$ cat src/rtl/lscd_pkg.sv
`timescale 1ns / 1ps
package lscd_pkg;

  localparam int SLOTS      = 256;
  localparam int AGE_LIMIT  = 4096;

  localparam int SLOT_W     = $clog2(SLOTS);
  localparam int CNT_W      = $clog2(SLOTS + 1);
  localparam int AGE_W      = $clog2(AGE_LIMIT + 1);
  localparam int DEV_W      = 4;
  localparam int SEC_W      = 16;
  localparam int SLOT_OUT_W = 8;

  // fills above this sector are declined in low-sector mode
  localparam logic [SEC_W-1:0] HALF_SEC = SEC_W'(SLOTS >> 1);

  typedef enum logic [1:0] {
    CMD_LOOKUP = 2'd0,
    CMD_WRITE  = 2'd1,
    CMD_FILL   = 2'd2,
    CMD_INVAL  = 2'd3
  } cmd_t;

  typedef struct packed {
    logic              rd_en;
    logic [SLOT_W-1:0] rd_addr;
    logic              tag_we;
    logic              age_we;
    logic [SLOT_W-1:0] wr_addr;
    logic [DEV_W-1:0]  wr_dev;
    logic [SEC_W-1:0]  wr_sec;
    logic [AGE_W-1:0]  wr_age;
  } mem_req_t;

  typedef struct packed {
    logic [DEV_W-1:0] dev;
    logic [SEC_W-1:0] sec;
    logic [AGE_W-1:0] age;
  } mem_rsp_t;

  typedef struct packed {
    logic                  hit;
    logic [SLOT_OUT_W-1:0] slot;
    logic                  stored;
  } res_t;

  // low bits of a slot index, zero-extended when there are fewer
  function automatic logic [SLOT_OUT_W-1:0] slot_out(input logic [SLOT_W-1:0] idx);
    logic [SLOT_OUT_W+SLOT_W-1:0] tmp;
    tmp = {{SLOT_OUT_W{1'b0}}, idx};
    return tmp[SLOT_OUT_W-1:0];
  endfunction

endpackage

$ cat src/rtl/lscd_ctrl.sv
`timescale 1ns / 1ps
module lscd_ctrl
  import lscd_pkg::*;
(
  input  logic             clk,
  input  logic             rst,
  input  logic             start,
  input  cmd_t             cmd,
  input  logic [DEV_W-1:0] dev,
  input  logic [SEC_W-1:0] sec,
  input  logic             low_only,
  input  logic             out_free,
  output logic             idle,
  output logic             res_valid,
  output res_t             res,
  output mem_req_t         req,
  input  mem_rsp_t         rsp
);

  typedef enum logic [2:0] {
    S_IDLE,
    S_SCAN,
    S_DECIDE,
    S_AGE,
    S_DONE
  } state_t;

  localparam logic [CNT_W-1:0]  SLOTS_CNT = CNT_W'(SLOTS);
  localparam logic [SLOT_W-1:0] LAST_SLOT = SLOT_W'(SLOTS - 1);
  localparam logic [AGE_W-1:0]  AGE_MAX   = AGE_W'(AGE_LIMIT);

  state_t            state;
  cmd_t              cmd_q;
  logic [DEV_W-1:0]  dev_q;
  logic [SEC_W-1:0]  sec_q;
  logic [SLOTS-1:0]  slot_valid;
  logic [CNT_W-1:0]  cnt;
  logic              rd_pend;
  logic [SLOT_W-1:0] rd_idx;
  logic              rd_vbit;
  logic              match_found;
  logic [SLOT_W-1:0] match_idx;
  logic              inv_found;
  logic [SLOT_W-1:0] inv_idx;
  logic [AGE_W-1:0]  best_age;
  logic [SLOT_W-1:0] best_idx;

  logic              issue;
  logic              tag_eq;
  logic [SLOT_W-1:0] tgt;
  logic [AGE_W-1:0]  aged;

  assign issue  = ((state == S_SCAN) || (state == S_AGE)) && (cnt < SLOTS_CNT);
  assign tag_eq = (rsp.dev == dev_q) && (rsp.sec == sec_q);
  assign tgt    = match_found ? match_idx : (inv_found ? inv_idx : best_idx);
  assign aged   = (rsp.age < AGE_MAX) ? rsp.age + AGE_W'(1) : rsp.age;

  assign idle      = (state == S_IDLE);
  assign res_valid = (state == S_DONE);

  always_comb begin
    req         = '0;
    req.rd_en   = issue;
    req.rd_addr = cnt[SLOT_W-1:0];
    if ((state == S_DECIDE) && (cmd_q != CMD_LOOKUP)) begin
      req.age_we  = 1'b1;
      req.tag_we  = !match_found;
      req.wr_addr = tgt;
      req.wr_dev  = dev_q;
      req.wr_sec  = sec_q;
      req.wr_age  = '0;
    end else if ((state == S_AGE) && rd_pend) begin
      req.age_we  = 1'b1;
      req.wr_addr = rd_idx;
      req.wr_age  = aged;
    end
  end

  always_ff @(posedge clk) begin
    if (rst) begin
      state      <= S_IDLE;
      rd_pend    <= 1'b0;
      slot_valid <= '0;
    end else begin
      // read issue, shared by scan and ageing passes
      if (issue) begin
        cnt     <= cnt + CNT_W'(1);
        rd_idx  <= cnt[SLOT_W-1:0];
        rd_vbit <= slot_valid[cnt[SLOT_W-1:0]];
      end
      rd_pend <= issue;

      unique case (state)
        S_IDLE: begin
          if (start) begin
            cmd_q       <= cmd;
            dev_q       <= dev;
            sec_q       <= sec;
            cnt         <= '0;
            match_found <= 1'b0;
            match_idx   <= '0;
            inv_found   <= 1'b0;
            inv_idx     <= '0;
            best_age    <= '0;
            best_idx    <= '0;
            res         <= '0;
            if (cmd == CMD_INVAL) begin
              slot_valid <= '0;
              state      <= S_DONE;
            end else if ((cmd == CMD_FILL) && low_only && (sec > HALF_SEC)) begin
              state <= S_DONE;
            end else begin
              state <= S_SCAN;
            end
          end
        end
        S_SCAN: begin
          if (rd_pend) begin
            if (rd_vbit && tag_eq && !match_found) begin
              match_found <= 1'b1;
              match_idx   <= rd_idx;
            end
            if (!rd_vbit && !inv_found) begin
              inv_found <= 1'b1;
              inv_idx   <= rd_idx;
            end
            if (rd_vbit && (rsp.age >= best_age)) begin
              best_age <= rsp.age;
              best_idx <= rd_idx;
            end
            if (rd_idx == LAST_SLOT) begin
              state <= S_DECIDE;
            end
          end
        end
        S_DECIDE: begin
          cnt <= '0;
          if (cmd_q == CMD_LOOKUP) begin
            res.hit    <= match_found;
            res.stored <= match_found;
            res.slot   <= match_found ? slot_out(match_idx) : '0;
            state      <= S_DONE;
          end else begin
            slot_valid[tgt] <= 1'b1;
            res.hit         <= match_found;
            res.stored      <= 1'b1;
            res.slot        <= slot_out(tgt);
            if ((cmd_q == CMD_FILL) || !match_found) begin
              state <= S_AGE;
            end else begin
              state <= S_DONE;
            end
          end
        end
        S_AGE: begin
          if (rd_pend && (rd_idx == LAST_SLOT)) begin
            state <= S_DONE;
          end
        end
        S_DONE: begin
          if (out_free) begin
            state <= S_IDLE;
          end
        end
        default: state <= S_IDLE;
      endcase
    end
  end

  // a read is in flight only during one of the two passes
  a_pend_in_pass: assert property (@(posedge clk) disable iff (rst)
    rd_pend |-> ((state == S_SCAN) || (state == S_AGE)))
    else $error("read data pending outside a pass");

  // the scan never writes the stores
  a_scan_no_write: assert property (@(posedge clk) disable iff (rst)
    (state == S_SCAN) |-> (!req.tag_we && !req.age_we))
    else $error("store written during scan");

  // an allocated or refreshed slot is valid afterwards
  a_tgt_valid: assert property (@(posedge clk) disable iff (rst)
    ((state == S_DECIDE) && (cmd_q != CMD_LOOKUP)) |=> slot_valid[$past(tgt)])
    else $error("target slot not marked valid");

  // ageing writes back the entry read in the cycle before
  a_age_trail: assert property (@(posedge clk) disable iff (rst)
    ((state == S_AGE) && req.age_we) |-> (req.wr_addr == $past(req.rd_addr)))
    else $error("ageing write address out of step");

  // a result that stores nothing reports no hit and slot zero
  a_res_empty: assert property (@(posedge clk) disable iff (rst)
    ((state == S_DONE) && !res.stored) |-> (!res.hit && (res.slot == '0)))
    else $error("empty result carries a slot or hit");

endmodule

$ cat config.mk
export PLATFORM = sky130hd
export DESIGN_NAME = lscd_ctrl
export DESIGN_NICKNAME = d
export VERILOG_FILES = /design/src/rtl/lscd_pkg.sv /design/src/rtl/lscd_ctrl.sv
export SDC_FILE = /design/constraint.sdc
export NUM_CORES = 1
export LEC_CHECK = 0
export BUFFER_PORTS_ARGS = -buffer_cell sky130_fd_sc_hd__buf_2
export CAP_MARGIN = 20
export CORE_MARGIN = 1
export CORE_UTILIZATION = 60
export CTS_BUF_LIST = sky130_fd_sc_hd__clkbuf_16
export DETAILED_ROUTE_END_ITERATION = 8
export PLACE_DENSITY = 0.8
export SYNTH_ARGS = -nofsm -noshare
export SYNTH_HDL_FRONTEND = slang
export SYNTH_SLANG_ARGS = --single-unit
$ cat constraint.sdc
create_clock -name clk -period 3.5 [get_ports clk]
set_clock_uncertainty 0.1 [all_clocks]
set_input_delay 0.35 -clock clk [delete_from_list [all_inputs] [get_ports clk]]
set_output_delay 0.35 -clock clk [all_outputs]
set_load 0.02 [all_outputs]
### After elaboration in Yosys (flattened, before gate mapping)

Cells that the tools add are included.

* input bits: 60
* output and inout port bits: 64
* register bits: 349
* logic and storage cells: 134

* multiplexer cells: 55
* bitwise gates (word level): 2
* reduce and logical (&&, ||, !) cells: 30
* $lt $le $gt $ge: 7
* eq/ne operators: 20
* $add $sub $neg: 2

Operators by type and width (count)
* 2-to-1 mux 256 bit: 3
* case mux 256 bit (2 select lines): 1
* OR 256 bit: 1
* 2-to-1 mux 8 bit: 10
* 2-to-1 mux 13 bit: 6
* case mux 8 bit (2 select lines): 3
* 2-to-1 mux 9 bit: 5
* 2-to-1 mux 3 bit: 9
* case mux 13 bit (2 select lines): 1
* 2-to-1 mux 20 bit: 1
* case mux 10 bit (2 select lines): 1
* AND reduction 5 bit: 4
* less-than comparator 8 x 9 -> 1 bit, second input constant: 2
* case mux 9 bit (2 select lines): 1
* == test 16 bit: 1
* greater-than comparator 16 x 8 -> 1 bit, second input constant: 1
* case mux 3 bit (5 select lines): 1
* adder 13 x 1 -> 13 bit, second input constant: 1
* greater-or-equal comparator 13 bit: 1
* less-than comparator 13 bit, second input constant: 1
* logical AND 1 bit: 12
* inequality test 2 x 1 -> 1 bit, second input constant: 6
* 2-to-1 mux 10 bit: 1
* adder 9 x 1 -> 9 bit, second input constant: 1
* other kinds (22): 42

### Logic depth before layout (Yosys ltp)

* depth after elaboration: 9
* depth in mapped cells: 11
* gate-level depth less buffers: 9

### Worst setup path after synthesis

No wires, ideal clock.

* path type: register to register
* start: reg state[0]
* end: reg best_age[0], enable pin
* data arrival time: 2.633 ns
* period minus slack after synthesis: 3.145 ns
* buffers on the path: 1
* slack: 0.355 ns
* data required time: 2.988 ns
* stages on the path, launching flop included: 7
* setup time: 0.412 ns
* path through: dfxtp_1 > clkbuf_1 > nor3_1 > nand2_1 > a21oi_1 > o21ai_0 > a31oi_1

* longest elaborated chain between the ends: 3
* elaborated cells on any way between the ends: 7
* classes of those cells: eq/ne: 4; reduce/logical: 3

Ends and longest elaborated chain
* from (decl): line lscd_ctrl.sv:32 `state_t state;`
* from (signal assigned): line lscd_ctrl.sv:81 `state <= S_IDLE;`
* from (signal assigned): line lscd_ctrl.sv:109 `state <= S_DONE;`
* from (signal assigned): line lscd_ctrl.sv:111 `state <= S_DONE;`
* zero test 3 bit (*)
* named net idle: line lscd_ctrl.sv:13 `output logic idle,`
* inequality test 2 bit (no line) or nonzero test 2 bit (tied branches)
* AND reduction 5 bit (no line) (*)
* to (signal assigned): line lscd_ctrl.sv:128 `best_age <= rsp.age;`
* to (decl): line lscd_ctrl.sv:45 `logic [AGE_W-1:0] best_age;`

Mark *: on every way through the listed nets, which the timed path passes. The rest lies on a longest branch.
A chain may end at the register's enable or synchronous reset.

### Worst setup path after layout

* start: reg inv_found
* end: reg slot_valid[31]

* longest elaborated chain between the ends: 9
* elaborated cells on any way between the ends: 10
* classes of those cells: order compare: 2; mux: 6; bitwise: 1; reduce/logical: 1

Ends and longest elaborated chain
* from (decl): line lscd_ctrl.sv:43 `logic inv_found;`
* from (signal assigned): line lscd_ctrl.sv:102 `inv_found <= 1'b0;`
* from (signal assigned): line lscd_ctrl.sv:124 `inv_found <= 1'b1;`
* 2-to-1 mux 8 bit (*) (2 in series): line lscd_ctrl.sv:55 `assign tgt = match_found ? match_idx : (inv_found ? inv_idx : best_idx);`
* less-than comparator 8 x 9 -> 1 bit (not written as such) or greater-or-equal comparator 8 x 1 -> 1 bit (tied branches): line lscd_ctrl.sv:144 `slot_valid[tgt] <= 1'b1;`
* logical AND 1 bit (not written as such): line lscd_ctrl.sv:144
* 2-to-1 mux 1 bit (not written as such): line lscd_ctrl.sv:144
* demux 1 bit (select 8 bit) (*): line lscd_ctrl.sv:144
* OR 256 bit (no line) (*)
* 2-to-1 mux 256 bit (*): line lscd_ctrl.sv:138 `if (cmd_q == CMD_LOOKUP) begin`
* case mux 256 bit (2 select lines) (*): line lscd_ctrl.sv:93 `unique case (state)`
* to (signal assigned): line lscd_ctrl.sv:83 `slot_valid <= '0;`
* to (signal assigned): line lscd_ctrl.sv:108 `slot_valid <= '0;`
* to (signal, indexed assignment): line lscd_ctrl.sv:144
* to (decl): line lscd_ctrl.sv:36 `logic [SLOTS-1:0] slot_valid;`

Every way passes the cells marked *; elsewhere a longest branch is shown, timed or not. The select of a mux whose other input is x is not followed.

==> impl_metrics.ini <==
[global_routing]
grt_pass1_wl_um = 61900
overflow = 0
grt_pass1_vias = 11712
grt_usage_pct = 30.7
grt_max_degree = 106
antenna_found_initial = 0

[synth]
avgSynthCellArea_sq_um = 9.96
ys.flop_type = dfxtp_1
syn_inst = 1491
yosysMostFrequentCell = nor2_1
synthAdderAreaFrac_pct = 1.26
synth_compound_area_share_pct = 13.6
synth_cell_types = 53
synthArstFlopShare_pct = 0
synth_top_area_cell = dfxtp_1
synth_fp_nets = 1566
synth_top_family_by_area = simple AND/OR/NAND/NOR gates
synth_mux_area_share_pct = 11.0
synthSimpleGateAreaFrac_pct = 14.8
ys_warn_count = 0
synth-seq-cells = 349
synth_edf_count = 89
synth-seq-area-share_pct = 53.0
netlist.area_leader.share_pct = 35.0
syn-cell-area_sq_um = 14900
synth_common_cells = nor2_1 (335), dfxtp_1 (260), a21oi_1 (253)
synth_xor_area_share_pct = 2.06
synth_area_leaders = dfxtp_1 (35%), edfxtp_1 (18%), mux4_2 (9.4%), a21oi_1 (8.5%), nor2_1 (8.5%)

[cells_and_area]
diodes = 0
final_layout_size_suffix_gt1_share_pct = 19.0
syn_to_final_growth_pct = 15.4
final_area_sq_um = 17100
final_core_util_pct = 70.5
fillers = 1707
fin_nets = 1690

[critical_path]
rrSetupSlack_ps = 350
required_ps = 3850
criticalPathCategory = register to register
regToRegEndpoint = slot_valid[31]$_SDFFE_PP0P_
r2r_cells = 7
cp-end-kind = register
cp.arrival_ps = 3500
worst-path-max-fanout = 16
start_kind = register
r2r-start = inv_found$_DFFE_PP_

[floorplanning]
core-area_sq_um = 24300
fp.dieH_um = 159
dieArea_sq_um = 25400
start_util_pct = 61.1
rows = 57
io_pins = 124
die_x_um = 159

[routing]
drt_first_pass_iters = 7
drtIter0Drc = 1411
post-route-drc-count = 0
wl_per_cell_um = 19.8
post_drt_via_cell_ratio = 6.09
ant_nets = 0
routed_wirelength_um = 38900
dr_total_vias = 11974

[placed_design]
place_area_sq_um = 15800
place_congestion = 0.873
dp_hpwl_um = 23700
numPortBuffers = 123

[cts]
tritoncts = done
clk_pin_slew_worst_paths_ps = 60
cts-buffers-inserted = 36
ctsLongestPathBuffers = 3
cts_root_buffer = clkbuf_16
clock_sinks = 349
ctsHtreeMaxLevel = 2
post_cts_resized = 0
clk_latency_ps = 530

[sta]
grt_setup_unrepaired = no
clock.fmax_ghz = 0.318
slew_headroom_pct = 32.5
hold_slack_ps = 9.96
setup_viol = 0
finalMaxSlewViolations = 0
worst_pin_slew_ps = 1010
post-route-min-period_ps = 3150
final.setup.tns_ps = 0
hold_viol = 0
post-route-period-util_pct = 90.0

[flow_run]
cap_violations = 0

[pwr]
ir_drop_mv = 0.429
cellLeakagePower_nw = 6.58
p_per_area_nw_per_um2 = 535
finalPower_mw = 9.17

[hold_path]
min_path_cells = 2
hold_class = input pin to register
whs_endpoint = state[1]$_SDFFE_PP0P_
min_from = rst

[outcome]
status = complete, no violations
[per-layer routing]
metal / track usage, % / part of all wire, %
met2: 51.4 / 48
met1: 39.2 / 40
met5: 0 / 0
met3: 5.34 / 8.1
met4: 13.7 / 4.0
[how the worst max path moves through the flow]
stage,from,to,slack [ps],depth (start not counted)
6_report,inv_found$_DFFE_PP_,slot_valid[31]$_SDFFE_PP0P_,350,7
5_1_grt,match_found$_DFFE_PP_,slot_valid[20]$_SDFFE_PP0P_,220,7
4_1_cts,inv_found$_DFFE_PP_,slot_valid[155]$_SDFFE_PP0P_,450,7
3_5_place_dp,inv_found$_DFFE_PP_,slot_valid[156]$_SDFFE_PP0P_,470,7
3_3_place_gp,cnt[0]$_DFFE_PN_,rd_vbit$_DFFE_PP_,640,7
2_1_floorplan,state[0]$_SDFFE_PP0P_,best_age[0]$_SDFFCE_PN0P_,360,6
[critical path, cell delays in order, from the launching register on]
cell,delay (ps)
edfxtp_1,650
mux2i_1,250
nor2_1,60
a21oi_1,510
nand2b_1,300
nor2_1,840
a21oi_1,200
nor2_1,160
[layout by cell type (no fill, tap or decap), drive strengths merged, types with 25 or more instances in the layout]
master / instances
nor2: 337
dfxtp: 260
a21oi: 253
buf: 180
edfxtp: 89
mux4: 62
nand2: 53
and2: 43
clkbuf: 37
a31oi: 35
o21ai: 31
inv: 30
xor2: 25
[flip-flops by register name (all words and copies together) (netlist names), 2 cells and up]
name        count
dev_q           4
slot_valid    256
best_idx        8
sec_q          16
inv_idx         8
best_age       13
state           3
res            10
cnt             9
match_idx       8
rd_idx          8
cmd_q           2
[cell type report]
cell class / instances / area [sq um] / share of cell area [%]
clock buffers: 36 / 901 / 5.26
inverters: 19 / 71.3 / 0.416
multi-input cells: 1006 / 6370 / 37.1
well taps: 324 / 405 / 2.37
clock inverters: 28 / 210 / 1.23
repair buffers: 203 / 1310 / 7.64
flip-flops and latches: 349 / 7880 / 46.0
[cell families after synthesis]
logic type,Yosys count
adders and majority gates,15
AOI/OAI and AO/OA,366
and+or+nand+nor,505
buffers and inverters,136
DFF,349
xor gates and xnor gates,35
muxes,85
[what timing repair did]
item / in CTS / in global routing
endpoints found under the hold margin: 22 / 0
buffers inserted: 0 / 0
hold buffers: 22 / 0
[report_power, final]
| part | internal, mW | leakage [nW] | switching, mW |
|---|---|---|---|
| clock | 2.09 | 0.591 | 1.55 |
| combinational | 0.381 | 3.05 | 0.779 |
| sequential | 4.27 | 2.94 | 0.0991 |
| total | 6.74 | 6.58 | 2.43 |
[through the flow]
| stage | cells | worst slack [ps] |
|---|---|---|
| 5_1_grt | 1965 | 216 |
| 2_1_floorplan | 1491 | 355 |
| 3_3_place_gp | 1875 | 636 |
| 4_1_cts | 1961 | 450 |
| 6_report | 1965 | 351 |
| 3_5_place_dp | 1875 | 475 |
No activity file was read; power rests on OpenSTA's default activity.
